[config.mk]
export PLATFORM = sky130hd
export DESIGN_NAME = hex_record_loader_core
export DESIGN_NICKNAME = d
export VERILOG_FILES = /design/src/sv/hrl_pkg.sv /design/src/sv/hex_record_loader_core.sv
export VERILOG_INCLUDE_DIRS = /design/src /design/src/sv
export SDC_FILE = /design/constraint.sdc
export NUM_CORES = 1
export LEC_CHECK = 0
export BUFFER_PORTS_ARGS = -buffer_cell sky130_fd_sc_hd__buf_2
export CAP_MARGIN = 15
export CORE_UTILIZATION = 28
export DETAILED_ROUTE_END_ITERATION = 10
export GPL_ROUTABILITY_DRIVEN = 0
export PLACE_DENSITY = 0.45
export SLEW_MARGIN = 15
export SYNTH_ARGS = -nofsm -noshare
export SYNTH_HDL_FRONTEND = slang
export SYNTH_SLANG_ARGS = --single-unit
[constraint.sdc]
create_clock -name clk -period 7.9 [get_ports clk]
set_input_delay 1.185 -clock clk [delete_from_list [all_inputs] [get_ports clk]]
set_output_delay 1.185 -clock clk [all_outputs]
set_load 0.005 [all_outputs]
[src/sv/hex_record_loader_core_assert.svh]
// Assertion macros for the hex record loader core.
// Used by hex_record_loader_core.sv; expects clk and rst_n in scope.
`ifndef HEX_RECORD_LOADER_CORE_ASSERT_SVH
`define HEX_RECORD_LOADER_CORE_ASSERT_SVH

// Same-cycle implication, disabled during reset
`define HRL_ASSERT_NOW(label, ante, cons, msg) \
  label: assert property (@(posedge clk) disable iff (!rst_n) (ante) |-> (cons)) \
    else $error(msg);

// Next-cycle implication, disabled during reset
`define HRL_ASSERT_NXT(label, ante, cons, msg) \
  label: assert property (@(posedge clk) disable iff (!rst_n) (ante) |=> (cons)) \
    else $error(msg);

`endif

[src/sv/hrl_pkg.sv]
// Shared constants for the hex record loader core.
// No dependencies; imported by hex_record_loader_core.
package hrl_pkg;

  // Default memory size in bytes (up to 2^32, hence 33 bits)
  localparam logic [32:0] HRL_MEM_BYTES = 33'd16777216;

  // Characters with a meaning of their own
  localparam logic [7:0] HRL_CHAR_COLON = 8'h3A;
  localparam logic [7:0] HRL_CHAR_LF    = 8'h0A;
  localparam logic [7:0] HRL_CHAR_CR    = 8'h0D;

  // Record types
  localparam logic [7:0] HRL_REC_DATA    = 8'h00;
  localparam logic [7:0] HRL_REC_SEG_ADR = 8'h02;
  localparam logic [7:0] HRL_REC_SEG_PC  = 8'h03;
  localparam logic [7:0] HRL_REC_LIN_ADR = 8'h04;
  localparam logic [7:0] HRL_REC_LIN_PC  = 8'h05;

  // Line positions of field boundaries (colon is position 0)
  localparam logic [9:0] HRL_POS_LEN_HI  = 10'd1;
  localparam logic [9:0] HRL_POS_LEN_LO  = 10'd2;
  localparam logic [9:0] HRL_POS_ADR_HI  = 10'd3;
  localparam logic [9:0] HRL_POS_ADR_LO  = 10'd6;
  localparam logic [9:0] HRL_POS_TYP_HI  = 10'd7;
  localparam logic [9:0] HRL_POS_TYP_LO  = 10'd8;
  localparam logic [9:0] HRL_POS_DATA    = 10'd9;
  localparam logic [9:0] HRL_POS_BYTE0   = 10'd10;
  localparam logic [9:0] HRL_POS_ADR_END = 10'd12;
  localparam logic [9:0] HRL_POS_PC_END  = 10'd16;
  localparam logic [9:0] HRL_POS_MAX     = 10'd1023;

  // Decoded hex digit: valid flag and value
  typedef struct packed {
    logic       ok;
    logic [3:0] val;
  } hrl_digit_t;

endpackage

[src/sv/hex_record_loader_core.sv]
// Intel HEX record decoder core, one text character per transfer.
// Depends on hrl_pkg and hex_record_loader_core_assert.svh.

// The core takes one character per cycle while in_stall is low and gives one
// result per character from its output register. The path is an input register of one
// entry followed by the decode logic and an output register; the input
// register lets the core take a character while a result waits on a stalled
// output, so the sustained rate is one character per clock whenever the
// output side keeps up. The record state (line position, length, address,
// type, digit shift register, segment base, linear offset, start PC) is
// updated as a character moves from the input register to the output
// register. Writes at or beyond MEM_BYTES are suppressed; write_addr carries
// the low 24 bits of the byte address.
module hex_record_loader_core #(
  parameter logic [32:0] MEM_BYTES = hrl_pkg::HRL_MEM_BYTES
) (
  input  logic        clk,
  input  logic        rst_n,
  input  logic        in_valid,
  output logic        in_stall,
  input  logic [7:0]  in_char_in,
  output logic        out_valid,
  input  logic        out_stall,
  output logic        out_write_en,
  output logic [23:0] out_write_addr,
  output logic [7:0]  out_write_byte,
  output logic [31:0] out_start_pc,
  output logic        out_start_pc_set,
  output logic        out_offset_zero,
  output logic        out_bad_digit
);
  import hrl_pkg::*;

  `include "hex_record_loader_core_assert.svh"

  // Input register
  logic        in_vld_r;
  logic [7:0]  in_char_r;

  // Record state
  logic [9:0]  char_pos_r,  char_pos_nxt;
  logic        in_rec_r,    in_rec_nxt;
  logic        dropped_r,   dropped_nxt;
  logic [7:0]  rec_len_r,   rec_len_nxt;
  logic [15:0] rec_addr_r,  rec_addr_nxt;
  logic [7:0]  rec_kind_r,  rec_kind_nxt;
  logic [31:0] acc_r,       acc_nxt;
  logic [19:0] seg_base_r,  seg_base_nxt;
  logic [31:0] lin_off_r,   lin_off_nxt;
  logic [31:0] prog_pc_r,   prog_pc_nxt;

  // Output register
  logic        out_valid_r;
  logic        out_write_en_r,     wen_nxt;
  logic [23:0] out_write_addr_r,   waddr_nxt;
  logic [7:0]  out_write_byte_r,   wbyte_nxt;
  logic [31:0] out_start_pc_r;
  logic        out_start_pc_set_r, pcset_nxt;
  logic        out_offset_zero_r;
  logic        out_bad_digit_r,    bad_nxt;

  logic        adv;
  hrl_digit_t  dig;
  logic [9:0]  pos_m10;
  logic [8:0]  byte_idx;
  logic [31:0] wr_addr;

  // Map an ASCII character to a hex digit
  function automatic hrl_digit_t hex_digit(input logic [7:0] c);
    hrl_digit_t d;
    d.ok  = 1'b1;
    d.val = 4'd0;
    case (c) inside
      [8'h30:8'h39]: d.val = 4'(c - 8'h30);
      [8'h41:8'h46]: d.val = 4'(c - 8'h37);
      [8'h61:8'h66]: d.val = 4'(c - 8'h57);
      default:       d.ok  = 1'b0;
    endcase
    return d;
  endfunction

  // Move the held character on when the output register is free or drains
  assign adv      = in_vld_r && (!out_valid_r || !out_stall);
  assign in_stall = in_vld_r && !adv;

  // Byte index and write address of a data digit pair
  assign dig      = hex_digit(in_char_r);
  assign pos_m10  = char_pos_r - HRL_POS_BYTE0;
  assign byte_idx = pos_m10[9:1];
  assign wr_addr  = {16'd0, rec_addr_r} + {12'd0, seg_base_r} + lin_off_r
                  + {23'd0, byte_idx};

  // Decode one character against the record state
  always_comb begin
    char_pos_nxt = char_pos_r;
    in_rec_nxt   = in_rec_r;
    dropped_nxt  = dropped_r;
    rec_len_nxt  = rec_len_r;
    rec_addr_nxt = rec_addr_r;
    rec_kind_nxt = rec_kind_r;
    acc_nxt      = acc_r;
    seg_base_nxt = seg_base_r;
    lin_off_nxt  = lin_off_r;
    prog_pc_nxt  = prog_pc_r;
    wen_nxt      = 1'b0;
    waddr_nxt    = 24'd0;
    wbyte_nxt    = 8'd0;
    pcset_nxt    = 1'b0;
    bad_nxt      = 1'b0;

    if (in_char_r == HRL_CHAR_LF || in_char_r == HRL_CHAR_CR) begin
      char_pos_nxt = 10'd0;
      in_rec_nxt   = 1'b0;
      dropped_nxt  = 1'b0;
    end else if (char_pos_r == 10'd0) begin
      in_rec_nxt   = (in_char_r == HRL_CHAR_COLON);
      char_pos_nxt = 10'd1;
    end else begin
      if (in_rec_r && !dropped_r) begin
        if (!dig.ok) begin
          bad_nxt     = 1'b1;
          dropped_nxt = 1'b1;
        end else begin
          // Restart the shift register at the first digit of each field
          if (char_pos_r inside {HRL_POS_LEN_HI, HRL_POS_ADR_HI, HRL_POS_TYP_HI,
                                 HRL_POS_DATA}) begin
            acc_nxt = {28'd0, dig.val};
          end else begin
            acc_nxt = {acc_r[27:0], dig.val};
          end

          if (char_pos_r == HRL_POS_LEN_LO) begin
            rec_len_nxt = acc_nxt[7:0];
          end else if (char_pos_r == HRL_POS_ADR_LO) begin
            rec_addr_nxt = acc_nxt[15:0];
          end else if (char_pos_r == HRL_POS_TYP_LO) begin
            rec_kind_nxt = acc_nxt[7:0];
          end else if (char_pos_r >= HRL_POS_DATA) begin
            case (rec_kind_r)
              HRL_REC_DATA: begin
                // Second digit of a byte within the count: emit a write
                if (!pos_m10[0] && (byte_idx < {1'b0, rec_len_r})) begin
                  if ({1'b0, wr_addr} < MEM_BYTES) begin
                    wen_nxt   = 1'b1;
                    waddr_nxt = wr_addr[23:0];
                    wbyte_nxt = acc_nxt[7:0];
                  end
                end
              end
              HRL_REC_SEG_ADR: begin
                if (char_pos_r == HRL_POS_ADR_END) begin
                  seg_base_nxt = {acc_nxt[15:0], 4'd0};
                end
              end
              HRL_REC_LIN_ADR: begin
                if (char_pos_r == HRL_POS_ADR_END) begin
                  lin_off_nxt  = {acc_nxt[15:0], 16'd0};
                  seg_base_nxt = 20'd0;
                end
              end
              HRL_REC_SEG_PC: begin
                if (char_pos_r == HRL_POS_PC_END) begin
                  prog_pc_nxt = {12'd0, acc_nxt[31:16], 4'd0} + {16'd0, acc_nxt[15:0]};
                  pcset_nxt   = 1'b1;
                end
              end
              HRL_REC_LIN_PC: begin
                if (char_pos_r == HRL_POS_PC_END) begin
                  prog_pc_nxt = acc_nxt;
                  pcset_nxt   = 1'b1;
                end
              end
              default: begin
              end
            endcase
          end
        end
      end
      // Advance the position, saturating on very long lines
      if (char_pos_r != HRL_POS_MAX) begin
        char_pos_nxt = char_pos_r + 10'd1;
      end
    end
  end

  // Hold the accepted character until it moves on
  always_ff @(posedge clk) begin
    if (!rst_n) begin
      in_vld_r <= 1'b0;
    end else if (!in_stall) begin
      in_vld_r <= in_valid;
    end
  end

  always_ff @(posedge clk) begin
    if (!in_stall && in_valid) begin
      in_char_r <= in_char_in;
    end
  end

  // Update record state as a character moves on
  always_ff @(posedge clk) begin
    if (!rst_n) begin
      char_pos_r <= 10'd0;
      in_rec_r   <= 1'b0;
      dropped_r  <= 1'b0;
      rec_len_r  <= 8'd0;
      rec_addr_r <= 16'd0;
      rec_kind_r <= 8'd0;
      acc_r      <= 32'd0;
      seg_base_r <= 20'd0;
      lin_off_r  <= 32'd0;
      prog_pc_r  <= 32'd0;
    end else if (adv) begin
      char_pos_r <= char_pos_nxt;
      in_rec_r   <= in_rec_nxt;
      dropped_r  <= dropped_nxt;
      rec_len_r  <= rec_len_nxt;
      rec_addr_r <= rec_addr_nxt;
      rec_kind_r <= rec_kind_nxt;
      acc_r      <= acc_nxt;
      seg_base_r <= seg_base_nxt;
      lin_off_r  <= lin_off_nxt;
      prog_pc_r  <= prog_pc_nxt;
    end
  end

  // Output register: load on advance, drop valid once the result transfers
  always_ff @(posedge clk) begin
    if (!rst_n) begin
      out_valid_r        <= 1'b0;
      out_write_en_r     <= 1'b0;
      out_start_pc_set_r <= 1'b0;
      out_bad_digit_r    <= 1'b0;
    end else if (adv) begin
      out_valid_r        <= 1'b1;
      out_write_en_r     <= wen_nxt;
      out_start_pc_set_r <= pcset_nxt;
      out_bad_digit_r    <= bad_nxt;
    end else if (!out_stall) begin
      out_valid_r        <= 1'b0;
    end
  end

  always_ff @(posedge clk) begin
    if (adv) begin
      out_write_addr_r  <= waddr_nxt;
      out_write_byte_r  <= wbyte_nxt;
      out_start_pc_r    <= prog_pc_nxt;
      out_offset_zero_r <= (lin_off_nxt == 32'd0);
    end
  end

  assign out_valid        = out_valid_r;
  assign out_write_en     = out_write_en_r;
  assign out_write_addr   = out_write_addr_r;
  assign out_write_byte   = out_write_byte_r;
  assign out_start_pc     = out_start_pc_r;
  assign out_start_pc_set = out_start_pc_set_r;
  assign out_offset_zero  = out_offset_zero_r;
  assign out_bad_digit    = out_bad_digit_r;

  // Checks on the decode and the two-register path
  `HRL_ASSERT_NXT(a_adv_loads_out, adv, out_valid_r, "advance did not load output")
  `HRL_ASSERT_NOW(a_write_in_range, out_write_en_r,
    ({9'd0, out_write_addr_r} < MEM_BYTES), "write beyond memory")
  `HRL_ASSERT_NOW(a_write_not_pc, out_write_en_r, !out_start_pc_set_r, "write and start PC together")
  `HRL_ASSERT_NOW(a_bad_no_action, out_bad_digit_r,
    !out_write_en_r && !out_start_pc_set_r, "action on bad digit")
  `HRL_ASSERT_NOW(a_line_start_clean, char_pos_r == 10'd0, !dropped_r && !in_rec_r,
    "line start carries state")

endmodule
==> flow_summary.yaml, run 1 <==
pwr:
  p_int_mw: 2.05
  power_leakage_nw: 5.82
  power.clock.fraction_pct: 48.5
  switching_share_pct: 23.9
  power_mw: 2.69
  p_seq_share_pct: 46.8
  p_per_area_nw_per_um2: 183
  switching_power_uw: 641
  p_comb_share_pct: 4.7
  vdd_drop_max_mv: 0.146
setup_path:
  cp_data_required_time_ps: 8230
  critical_path_class: "flop to flop"
  arrival_ps: 5970
  cp-end-kind: "flop"
  r2r_cells: 14
  r2r_slack_ps: 2270
  crit_family: "simple AND/OR/NAND/NOR gates"
  cp_num_buf_inv: 1
  path_max_fanout: 32
  start_kind: "flop"
  cpMostUsedCell: "or4_1"
  cp_cell_sequence: "or4_1, or4_1, and2_1, fa_1, inv_1, ha_1, o21ai_0, or3b_2, a31o_2, a21oi_1, nor3b_1, nor4_2, nand4_2, a2111oi_1"
  crit_path_top_delay_cell: "nand4_2"
  rr_endpoint: "out_write_addr[6]$_SDFFCE_PP0P_"
  r2r_start: "char_pos_r[5]$_SDFFE_PN0P_"
  slowest_delay_ps: 730
cells_and_area:
  fillers: 4603
  diodes: 0
  area_growth_pct: 15.0
  layout_commonest_cell: "nand2_1"
  final_util_pct: 32.9
  post-route-cell-area_um2: 14700
  nNetsFinal: 1598
  layout-drive-gt1-share_pct: 11.1
  final_cell_mix: "nand2_1, dfxtp_1, o21ai_0, nor2_1, inv_1"
timing:
  final_max_slew_viol_count: 0
  rsz0062_at_grt: "no"
  fin_crit_sh_pct: 71.3
  relSlewSlack_pct: 27.6
  final_hold_viol_count: 0
  fin_setup_tns_ps: 0
  clock-skew-final_ps: 18.8
  tightest_slew_ps: 1060
  timing.fmax_mhz: 178
  setup_viol: 0
  fin_crit_ps: 5630
clock_tree:
  cts_buffer_depth: 3
  cts_hold_buffers: 0
  cts_buffers: 28
  root_buffer: "clkbuf_16"
  path_clk_slew_ps: 60
  clk_latency_ps: 570
  clock_sinks: 230
  post_cts_buffers: 0
  htree_levels: 1
  post_cts_resized: 0
  cts_tree: "built"
routing:
  wl_mm: 39.8
  vias: 10532
  vias_per_cell: 5.00
  post_drt_wl_per_cell_um: 18.9
  antenna_left: 0
  drtPass1Iterations: 5
  drc: 0
  drt_iter0_drc: 711
logic_synthesis:
  syn_inst: 1443
  async_reset_ff_share_pct: 0
  synth_top_area_cell: "dfxtp_1"
  ys_seq_elements: 230
  synthDistinctLibCells: 78
  synth-seq-area-share_pct: 41.8
  yosysWarningCount: 0
  synth_ff_type: "dfxtp_1"
  synthTopCellsByArea: "dfxtp_1, edfxtp_1, ha_1"
  yosysTopAreaCellShare_pct: 24.6
  synth_fp_nets: 1547
  syn-cell-area_um2: 12800
  syn_avg_cell_area_um2: 8.85
  synth-edff-count: 73
placement:
  place_area_um2: 13800
  hpwl_mm: 28.3
  portBuffers: 81
die:
  initial_core_util_pct: 28.6
  die_x_um: 216
  ios: 82
  core_um2: 44600
  die_h_um: 216
  num_rows: 77
  fp.dieArea_um2: 46500
worst_hold_path:
  hp-class: "flop to flop"
  hold_start: "acc_r[16]$_SDFFE_PN0P_"
  whs_endpoint: "acc_r[16]$_SDFFE_PN0P_"
  whs_path_depth: 2
global_route:
  grt_use_met3_pct: 2.09
  grt_use_met2_pct: 26.8
  grt_pass1_wl_mm: 61.5
  grt_usage_pct: 17.0
  grt_antenna_before_repair: 1
  gr-max-usage-layer: "met2"
  grt_pass1_vias: 10002
  grt_max_degree: 83
  overflow: 0
  grt_use_met1_pct: 24.1
run:
  max_cap_viol_count: 0
status:
  status: "finished clean"
==> power groups by stage <==
stage	logic [mW]	clock network (mW)	registers [mW]
after detailed placement	0.129	0	1.28
after global placement	0.129	0	1.28
after floorplan	0.0723	0	1.28
after CTS	0.129	1.34	1.26
final	0.126	1.30	1.26
after global routing	0.142	1.38	1.26
==> worst max-delay path by stage <==
stage / startpoint / endpoint / slack [ps] / depth (start not counted)
finish: char_pos_r[5]$_SDFFE_PN0P_ / out_write_addr[6]$_SDFFCE_PP0P_ / 2270 / 14
global route: char_pos_r[2]$_SDFFE_PN0P_ / out_write_addr[6]$_SDFFCE_PP0P_ / 1840 / 16
CTS: char_pos_r[5]$_SDFFE_PN0P_ / out_write_addr[20]$_SDFFCE_PP0P_ / 2290 / 14
detailed placement: char_pos_r[5]$_SDFFE_PN0P_ / out_write_addr[6]$_SDFFCE_PP0P_ / 2320 / 14
global placement: char_pos_r[2]$_SDFFE_PN0P_ / out_write_addr[6]$_SDFFCE_PP0P_ / 2460 / 16
floorplan: char_pos_r[2]$_SDFFE_PN0P_ / out_write_addr[11]$_SDFFCE_PP0P_ / 3270 / 18
==> sequential cells by signal, summed over array words and instances, names as in the netlist, 10 cells and up <==
register,flops
lin_off_r,32
out_start_pc,32
prog_pc_r,32
acc_r,28
out_write_addr,24
rec_addr_r,16
seg_base_r,16
char_pos_r,10
==> stage by stage <==
stage          hold slack, ps  worst slack [ps]  instances
2_1_floorplan             439              3270       1443
3_3_place_gp              452              2460       2056
3_5_place_dp              457              2320       2056
4_1_cts                   466              2290       2108
5_1_grt                   489              1840       2108
6_report                  463              2270       2108
==> synthesized netlist by cell type, drive strengths merged, types with 21 or more instances <==
master  count
a21boi     21
inv        83
dfxtp     157
edfxtp     73
o21ai     104
and3       24
nor3       67
nand3      31
ha         69
fa         23
clkbuf     62
nand2     201
and2       52
nor2       86
a21oi      70
nor2b      50
==> worst register-to-register path, cell delays in order (launching register included) <==
cell and delay, ps:
dfxtp_1 410, or4_1 590, or4_1 510, and2_1 200
fa_1 480, inv_1 40, ha_1 340, o21ai_0 130
or3b_2 470, a31o_2 240, a21oi_1 170, nor3b_1 100
nor4_2 340, nand4_2 730, a2111oi_1 630
==> cell type report <==
type                            count  area (um^2)  area share, %
Inverter                           83          314           2.14
Multi-Input combinational cell   1057         6880           46.8
Sequential cell                   230         5340           36.3
Timing Repair Buffer               94          505           3.44
Tap cell                          592          741           5.04
Clock inverter                     19          190           1.29
Clock buffer                       33          729           4.97
==> metal layers <==
metal	up-vias	routed length, um
li1	5178	-
met4	0	1060
met3	70	1550
met1	5028	19300
met2	256	17900
met5	-	0
==> logic make-up (layout without fill, tap and decap cells) <==
| group | count (synthesis) | count (layout) | share of synthesized area, % |
|---|---|---|---|
| AOI/OAI and AO/OA | 305 | 305 | 15.3 |
| xor gates and xnor gates | 37 | 37 | 2.54 |
| adders and majority gates | 92 | 92 | 10.4 |
| buffers and inverters | 156 | 229 | 4.73 |
| DFF | 230 | 230 | 41.8 |
| muxes | 10 | 10 | 0.813 |
| and+or+nand+nor | 613 | 613 | 24.5 |
Note: power is estimated with default switching activity, not from simulation.
==> run 2: changes to the inputs <==
==> constraint.sdc (replaced) <==
create_clock -name clk -period 5.5 [get_ports clk]
set_input_delay 0.825 -clock clk [delete_from_list [all_inputs] [get_ports clk]]
set_output_delay 0.825 -clock clk [all_outputs]
set_load 0.005 [all_outputs]
==> run 2 against run 1 <==
Net effect:
- critical path depth grew 1
- sequential cell count is the same
- global-route usage shrank 0.16 points
- power grew 48%
- sequential power grew 44%
- die area is the same
- register-to-register slack lost 1900 ps
- maximum frequency grew 11%
- core utilization grew 0.39 points
- clock skew is essentially flat
- worst hold slack lost 34 ps
==> flow_summary.yaml, run 2 (synthesis gave the netlist of run 1 again) <==
status:
  status: "finished clean"
cells_and_area:
  layout_commonest_cell: "nand2_1"
  fillers: 4631
  final_cell_mix: "nand2_1, dfxtp_1, o21ai_0, nor2_1, inv_1"
  nNetsFinal: 1611
  area_growth_pct: 16.4
  post-route-cell-area_um2: 14900
  layout-drive-gt1-share_pct: 11.9
  diodes: 0
timing:
  setup_viol: 0
  final_hold_viol_count: 0
  fin_crit_sh_pct: 92.5
  timing.fmax_mhz: 197
  rsz0062_at_grt: "no"
  final_max_slew_viol_count: 0
  relSlewSlack_pct: 29.2
  fin_crit_ps: 5090
  tightest_slew_ps: 1060
  fin_setup_tns_ps: 0
  clock-skew-final_ps: 19.3
worst_hold_path:
  hp-class: "primary input to flop"
global_route:
  grt_pass1_wl_mm: 61.0
  overflow: 0
  grt_max_degree: 89
  grt_pass1_vias: 10367
  grt_usage_pct: 16.8
  grt_antenna_before_repair: 0
setup_path:
  slowest_delay_ps: 550
  r2r_start: "char_pos_r[7]$_SDFFE_PN0P_"
  start_kind: "flop"
  crit_path_top_delay_cell: "or4_1"
  cp_cell_sequence: "or4_1, or4_1, and2_1, fa_1, inv_1, ha_1, o21ai_0, or3b_2, nand2b_1, a31oi_1, o21ai_0, nand2_1, mux2i_4, buf_4, a2111oi_0"
  r2r_cells: 15
  critPathLaunch: "char_pos_r[7]$_SDFFE_PN0P_"
  cp_num_buf_inv: 2
  crit_family: "simple AND/OR/NAND/NOR gates"
  arrival_ps: 5390
  path_depth: 15
  path_max_fanout: 33
  crit_end: "out_write_addr[20]$_SDFFCE_PP0P_"
  cp_data_required_time_ps: 5800
  r2r_slack_ps: 410
  critical_path_class: "flop to flop"
  rr_endpoint: "out_write_addr[20]$_SDFFCE_PP0P_"
  cp-end-kind: "flop"
die:
  num_rows: 77
  fp.dieArea_um2: 46500
  core_um2: 44600
  die_x_um: 216
  die_h_um: 216
  ios: 82
  initial_core_util_pct: 28.6
pwr:
  p_int_mw: 3.09
  switching_share_pct: 22.6
  power.clock.fraction_pct: 50.2
  power_leakage_nw: 5.91
  p_seq_share_pct: 45.3
  switching_power_uw: 903
  p_per_area_nw_per_um2: 268
  p_comb_share_pct: 4.5
  vdd_drop_max_mv: 0.210
routing:
  drt_iter0_drc: 703
  vias_per_cell: 4.96
  drtPass1Iterations: 5
  drc: 0
  post_drt_wl_per_cell_um: 18.5
  wl_mm: 39.3
  vias: 10524
  antenna_left: 0
clock_tree:
  htree_levels: 1
  clock_sinks: 230
  post_cts_resized: 0
  cts_buffer_depth: 3
  cts_hold_buffers: 0
  cts_buffers: 28
  root_buffer: "clkbuf_16"
  path_clk_slew_ps: 60
  clk_latency_ps: 570
  cts_tree: "built"
  post_cts_buffers: 0
placement:
  place_area_um2: 13900
  hpwl_mm: 28.3
  portBuffers: 81
run:
  max_cap_viol_count: 0
## run 2: per-stage QoR
stage / setup WS, ps / hold slack (ps) / total power [mW] / util, % / instances
floorplan: 873 / 439 / 1.95 / - / 1443
global placement: 718 / 451 / 2.03 / 31.1 / 2069
detailed placement: 504 / 459 / 2.03 / 31.1 / 2069
CTS: 469 / 400 / 4.06 / 33.3 / 2121
global route: 214 / 411 / 4.14 / 33.3 / 2121
finish: 412 / 430 / 3.99 / 33.3 / 2121
## run 2: layout make-up
class / instances / area (um^2) / share of cell area (%)
well taps: 592 / 741 / 4.98
repair buffers: 107 / 603 / 4.06
multi-input cells: 1057 / 6880 / 46.3
inverters: 83 / 314 / 2.11
flip-flops and latches: 230 / 5340 / 35.9
clock inverters: 13 / 203 / 1.36
clock buffers: 39 / 792 / 5.33
## run 2: power groups by stage
| stage | sequential [mW] | clock [mW] | combinational (mW) |
|---|---|---|---|
| 2_1_floorplan | 1.84 | 0 | 0.104 |
| 3_3_place_gp | 1.84 | 0 | 0.181 |
| 3_5_place_dp | 1.85 | 0 | 0.181 |
| 4_1_cts | 1.81 | 2.07 | 0.183 |
| 5_1_grt | 1.81 | 2.13 | 0.200 |
| 6_report | 1.81 | 2.00 | 0.178 |
## run 2: worst min path at each step
stage | start | to | slack [ps] | cells past startpoint
CTS | in_char_in[5] | in_char_r[5]$_DFFE_PP_ | 400 | 1
global placement | acc_r[16]$_SDFFE_PN0P_ | acc_r[16]$_SDFFE_PN0P_ | 450 | 2
global route | in_char_in[7] | in_char_r[7]$_DFFE_PP_ | 410 | 1
finish | in_char_in[5] | in_char_r[5]$_DFFE_PP_ | 430 | 1
detailed placement | acc_r[6]$_SDFFE_PN0P_ | acc_r[6]$_SDFFE_PN0P_ | 460 | 2
floorplan | acc_r[16]$_SDFFE_PN0P_ | acc_r[16]$_SDFFE_PN0P_ | 440 | 2
## run 2: metal layers
metal  part of all wire [%]  vias to the layer above  global-route usage, %
met5                      0                        -                      0
met4                    3.2                        0                   5.60
met3                    4.0                       67                   2.16
met2                     45                      239                   27.3
met1                     47                     5006                   23.0
li1                       -                     5212                      -
==> run 3: changes to the inputs <==
--- a/config.mk
+++ b/config.mk
@@ -6,6 +6,7 @@
 export SDC_FILE = /design/constraint.sdc
 export NUM_CORES = 1
 export LEC_CHECK = 0
+export ABC_AREA = 1
 export BUFFER_PORTS_ARGS = -buffer_cell sky130_fd_sc_hd__buf_2
 export CAP_MARGIN = 15
 export CORE_UTILIZATION = 28
==> run 3 against run 2 <==
Net effect:
- core utilization decreased by 0.55 points
- die area increased by 1.1%
- clock power decreased by 3%
- power increased by 0.19%
- clock-buffer cell count decreased by 5
- register-to-register slack improved by 200 ps
- setup slack improved by 200 ps
- worst hold slack got worse by 7.8 ps
- non-clock buffer count decreased by 12
- via count increased by 3.0%
- combinational power increased by 39%
- largest cell class unchanged
==> flow_summary.yaml, run 3 <==
status:
  status: "finished clean"
setup_path:
  cp_data_required_time_ps: 5910
  cp_cell_sequence: "inv_1, ha_1, nor2_1, nor2_1, nand2_1, inv_1, o21ai_0, fa_1, ha_1, a21oi_1, o21bai_1, nand2b_1, nand3_1, nand3_1, nand2_1, xor2_1, nor2_1, nand4_1, buf_12, a21oi_1"
  crit_family: "simple AND/OR/NAND/NOR gates"
  path_max_fanout: 25
  r2r_start: "char_pos_r[2]$_SDFFE_PN0P_"
  start_kind: "flop"
  rr_endpoint: "out_write_addr[20]$_SDFFCE_PP0P_"
  r2r_slack_ps: 610
  cp_num_buf_inv: 3
  arrival_ps: 5290
  slowest_delay_ps: 550
  critical_path_class: "flop to flop"
  crit_path_top_delay_cell: "dfxtp_1"
  cp-end-kind: "flop"
  r2r_cells: 20
  cpMostUsedCell: "nor2_1"
cells_and_area:
  layout-drive-gt1-share_pct: 12.3
  diodes: 0
  area_growth_pct: 15.4
  layout_commonest_cell: "inv_1"
  fin_cells: 2309
  final_cell_mix: "inv_1, nand2_1, nor2_1, dfxtp_1, a21oi_1"
  nNetsFinal: 1791
logic_synthesis:
  async_reset_ff_share_pct: 0
  syn_avg_cell_area_um2: 8.02
  synthMostInstantiatedCell: "inv_1"
  synth-seq-area-share_pct: 41.3
  synthDistinctLibCells: 67
  ys_seq_elements: 230
  yosysWarningCount: 0
  synth_ff_type: "dfxtp_1"
  yosysTopAreaCellShare_pct: 24.3
  synth_fp_nets: 1714
  netlist_top_cells_count: "inv_1, nand2_1, nor2_1"
  syn-cell-area_um2: 12900
  synth-edff-count: 73
  synth_top_area_cell: "dfxtp_1"
  synthTopCellsByArea: "dfxtp_1, edfxtp_1, inv_1"
  syn_inst: 1610
die:
  num_rows: 78
  ios: 82
  fp.dieArea_um2: 47000
  die_h_um: 217
  initial_core_util_pct: 28.4
  core_um2: 45500
  die_x_um: 217
timing:
  relSlewSlack_pct: 39.0
  holdWs_ps: 422
  fin_crit_sh_pct: 88.8
  fin_setup_tns_ps: 0
  final_hold_viol_count: 0
  fin_crit_ps: 4890
  rsz0062_at_grt: "no"
  tightest_slew_ps: 914
  timing.fmax_mhz: 205
  postLayoutSetupSlackWorst_ps: 614
  clock-skew-final_ps: 23.0
  setup_viol: 0
  final_max_slew_viol_count: 0
global_route:
  grt_pass1_wl_mm: 61.2
  grt_pass1_vias: 10676
  grt_usage_pct: 16.6
  overflow: 0
  grt_antenna_before_repair: 0
  grt_max_degree: 83
clock_tree:
  cts_hold_buffers: 0
  clock_sinks: 230
  cts_tree: "built"
  path_clk_slew_ps: 60
  post_cts_resized: 0
  cts_buffer_depth: 3
  root_buffer: "clkbuf_16"
  post_cts_buffers: 0
  cts_buffers: 28
  htree_levels: 1
  clk_latency_ps: 580
worst_hold_path:
  whs_endpoint: "in_char_r[7]$_DFFE_PP_"
  whs_path_depth: 1
  hp-class: "primary input to flop"
  hold_start: "in_char_in[7]"
pwr:
  p_comb_share_pct: 6.2
  power_leakage_nw: 6.52
  switching_power_uw: 962
  p_int_mw: 3.03
  switching_share_pct: 24.1
  power.clock.fraction_pct: 48.2
  vdd_drop_max_mv: 0.205
  p_per_area_nw_per_um2: 268
  p_seq_share_pct: 45.6
routing:
  vias_per_cell: 4.69
  vias: 10836
  antenna_left: 0
  drt_iter0_drc: 586
  wl_mm: 38.7
  drtPass1Iterations: 5
  drc: 0
  post_drt_wl_per_cell_um: 16.8
placement:
  portBuffers: 81
  place_ws_ps: 586
  post-place-cells: 2257
  hpwl_mm: 28.7
run:
  max_cap_viol_count: 0
-- run 3: cell type report --
| class | count | area [um^2] |
|---|---|---|
| sequential | 230 | 5340 |
| tap | 600 | 751 |
| inverter | 275 | 1040 |
| fill | 4891 | 30600 |
| clock buffer | 34 | 753 |
| clock inverter | 18 | 206 |
| timing repair buffer | 95 | 523 |
| multi-input combinational | 1057 | 6290 |
-- run 3: cells by family after synthesis --
group / Yosys count / share of synthesized area (%)
adders and majority gates: 92 / 10.3
DFF: 230 / 41.3
AOI/OAI and AO/OA: 338 / 15.6
and+or+nand+nor: 593 / 20.6
xor gates and xnor gates: 34 / 2.31
buffers and inverters: 323 / 9.99
-- run 3: power by group through the flow --
stage / clock network, mW / registers (mW) / logic [mW]
after global placement: 0 / 1.86 / 0.250
final: 1.93 / 1.82 / 0.248
after floorplan: 0 / 1.86 / 0.165
after CTS: 1.98 / 1.82 / 0.254
after detailed placement: 0 / 1.86 / 0.253
after global routing: 2.04 / 1.83 / 0.283
-- run 3: worst max-delay path by stage --
| stage | startpoint | end | slack, ps | cells past startpoint |
|---|---|---|---|---|
| floorplan | char_pos_r[2]$_SDFFE_PN0P_ | out_write_addr[16]$_SDFFCE_PP0P_ | 1690 | 17 |
| global placement | char_pos_r[2]$_SDFFE_PN0P_ | out_write_addr[22]$_SDFFCE_PP0P_ | 780 | 20 |
| detailed placement | char_pos_r[2]$_SDFFE_PN0P_ | out_write_addr[20]$_SDFFCE_PP0P_ | 590 | 20 |
| CTS | char_pos_r[2]$_SDFFE_PN0P_ | out_write_addr[20]$_SDFFCE_PP0P_ | 530 | 20 |
| global route | char_pos_r[2]$_SDFFE_PN0P_ | out_write_addr[16]$_SDFFCE_PP0P_ | 180 | 20 |
| finish | char_pos_r[2]$_SDFFE_PN0P_ | out_write_addr[20]$_SDFFCE_PP0P_ | 610 | 20 |
-- run 3: per-layer routing --
layer / vias up / track usage, % / routed length [um]
li1: 5447 / - / -
met2: 229 / 27.4 / 17500
met3: 56 / 2.15 / 1530
met1: 5104 / 22.8 / 18700
met5: - / 0 / 0
met4: 0 / 4.30 / 934
-- run 3: per-stage QoR --
step	util [%]	power, mW	area [um^2]
after global routing	32.8	4.15	14900
final	32.8	4.00	14900
after global placement	30.7	2.11	13900
after CTS	32.8	4.05	14900
after floorplan	-	2.02	12900
after detailed placement	30.7	2.11	13900
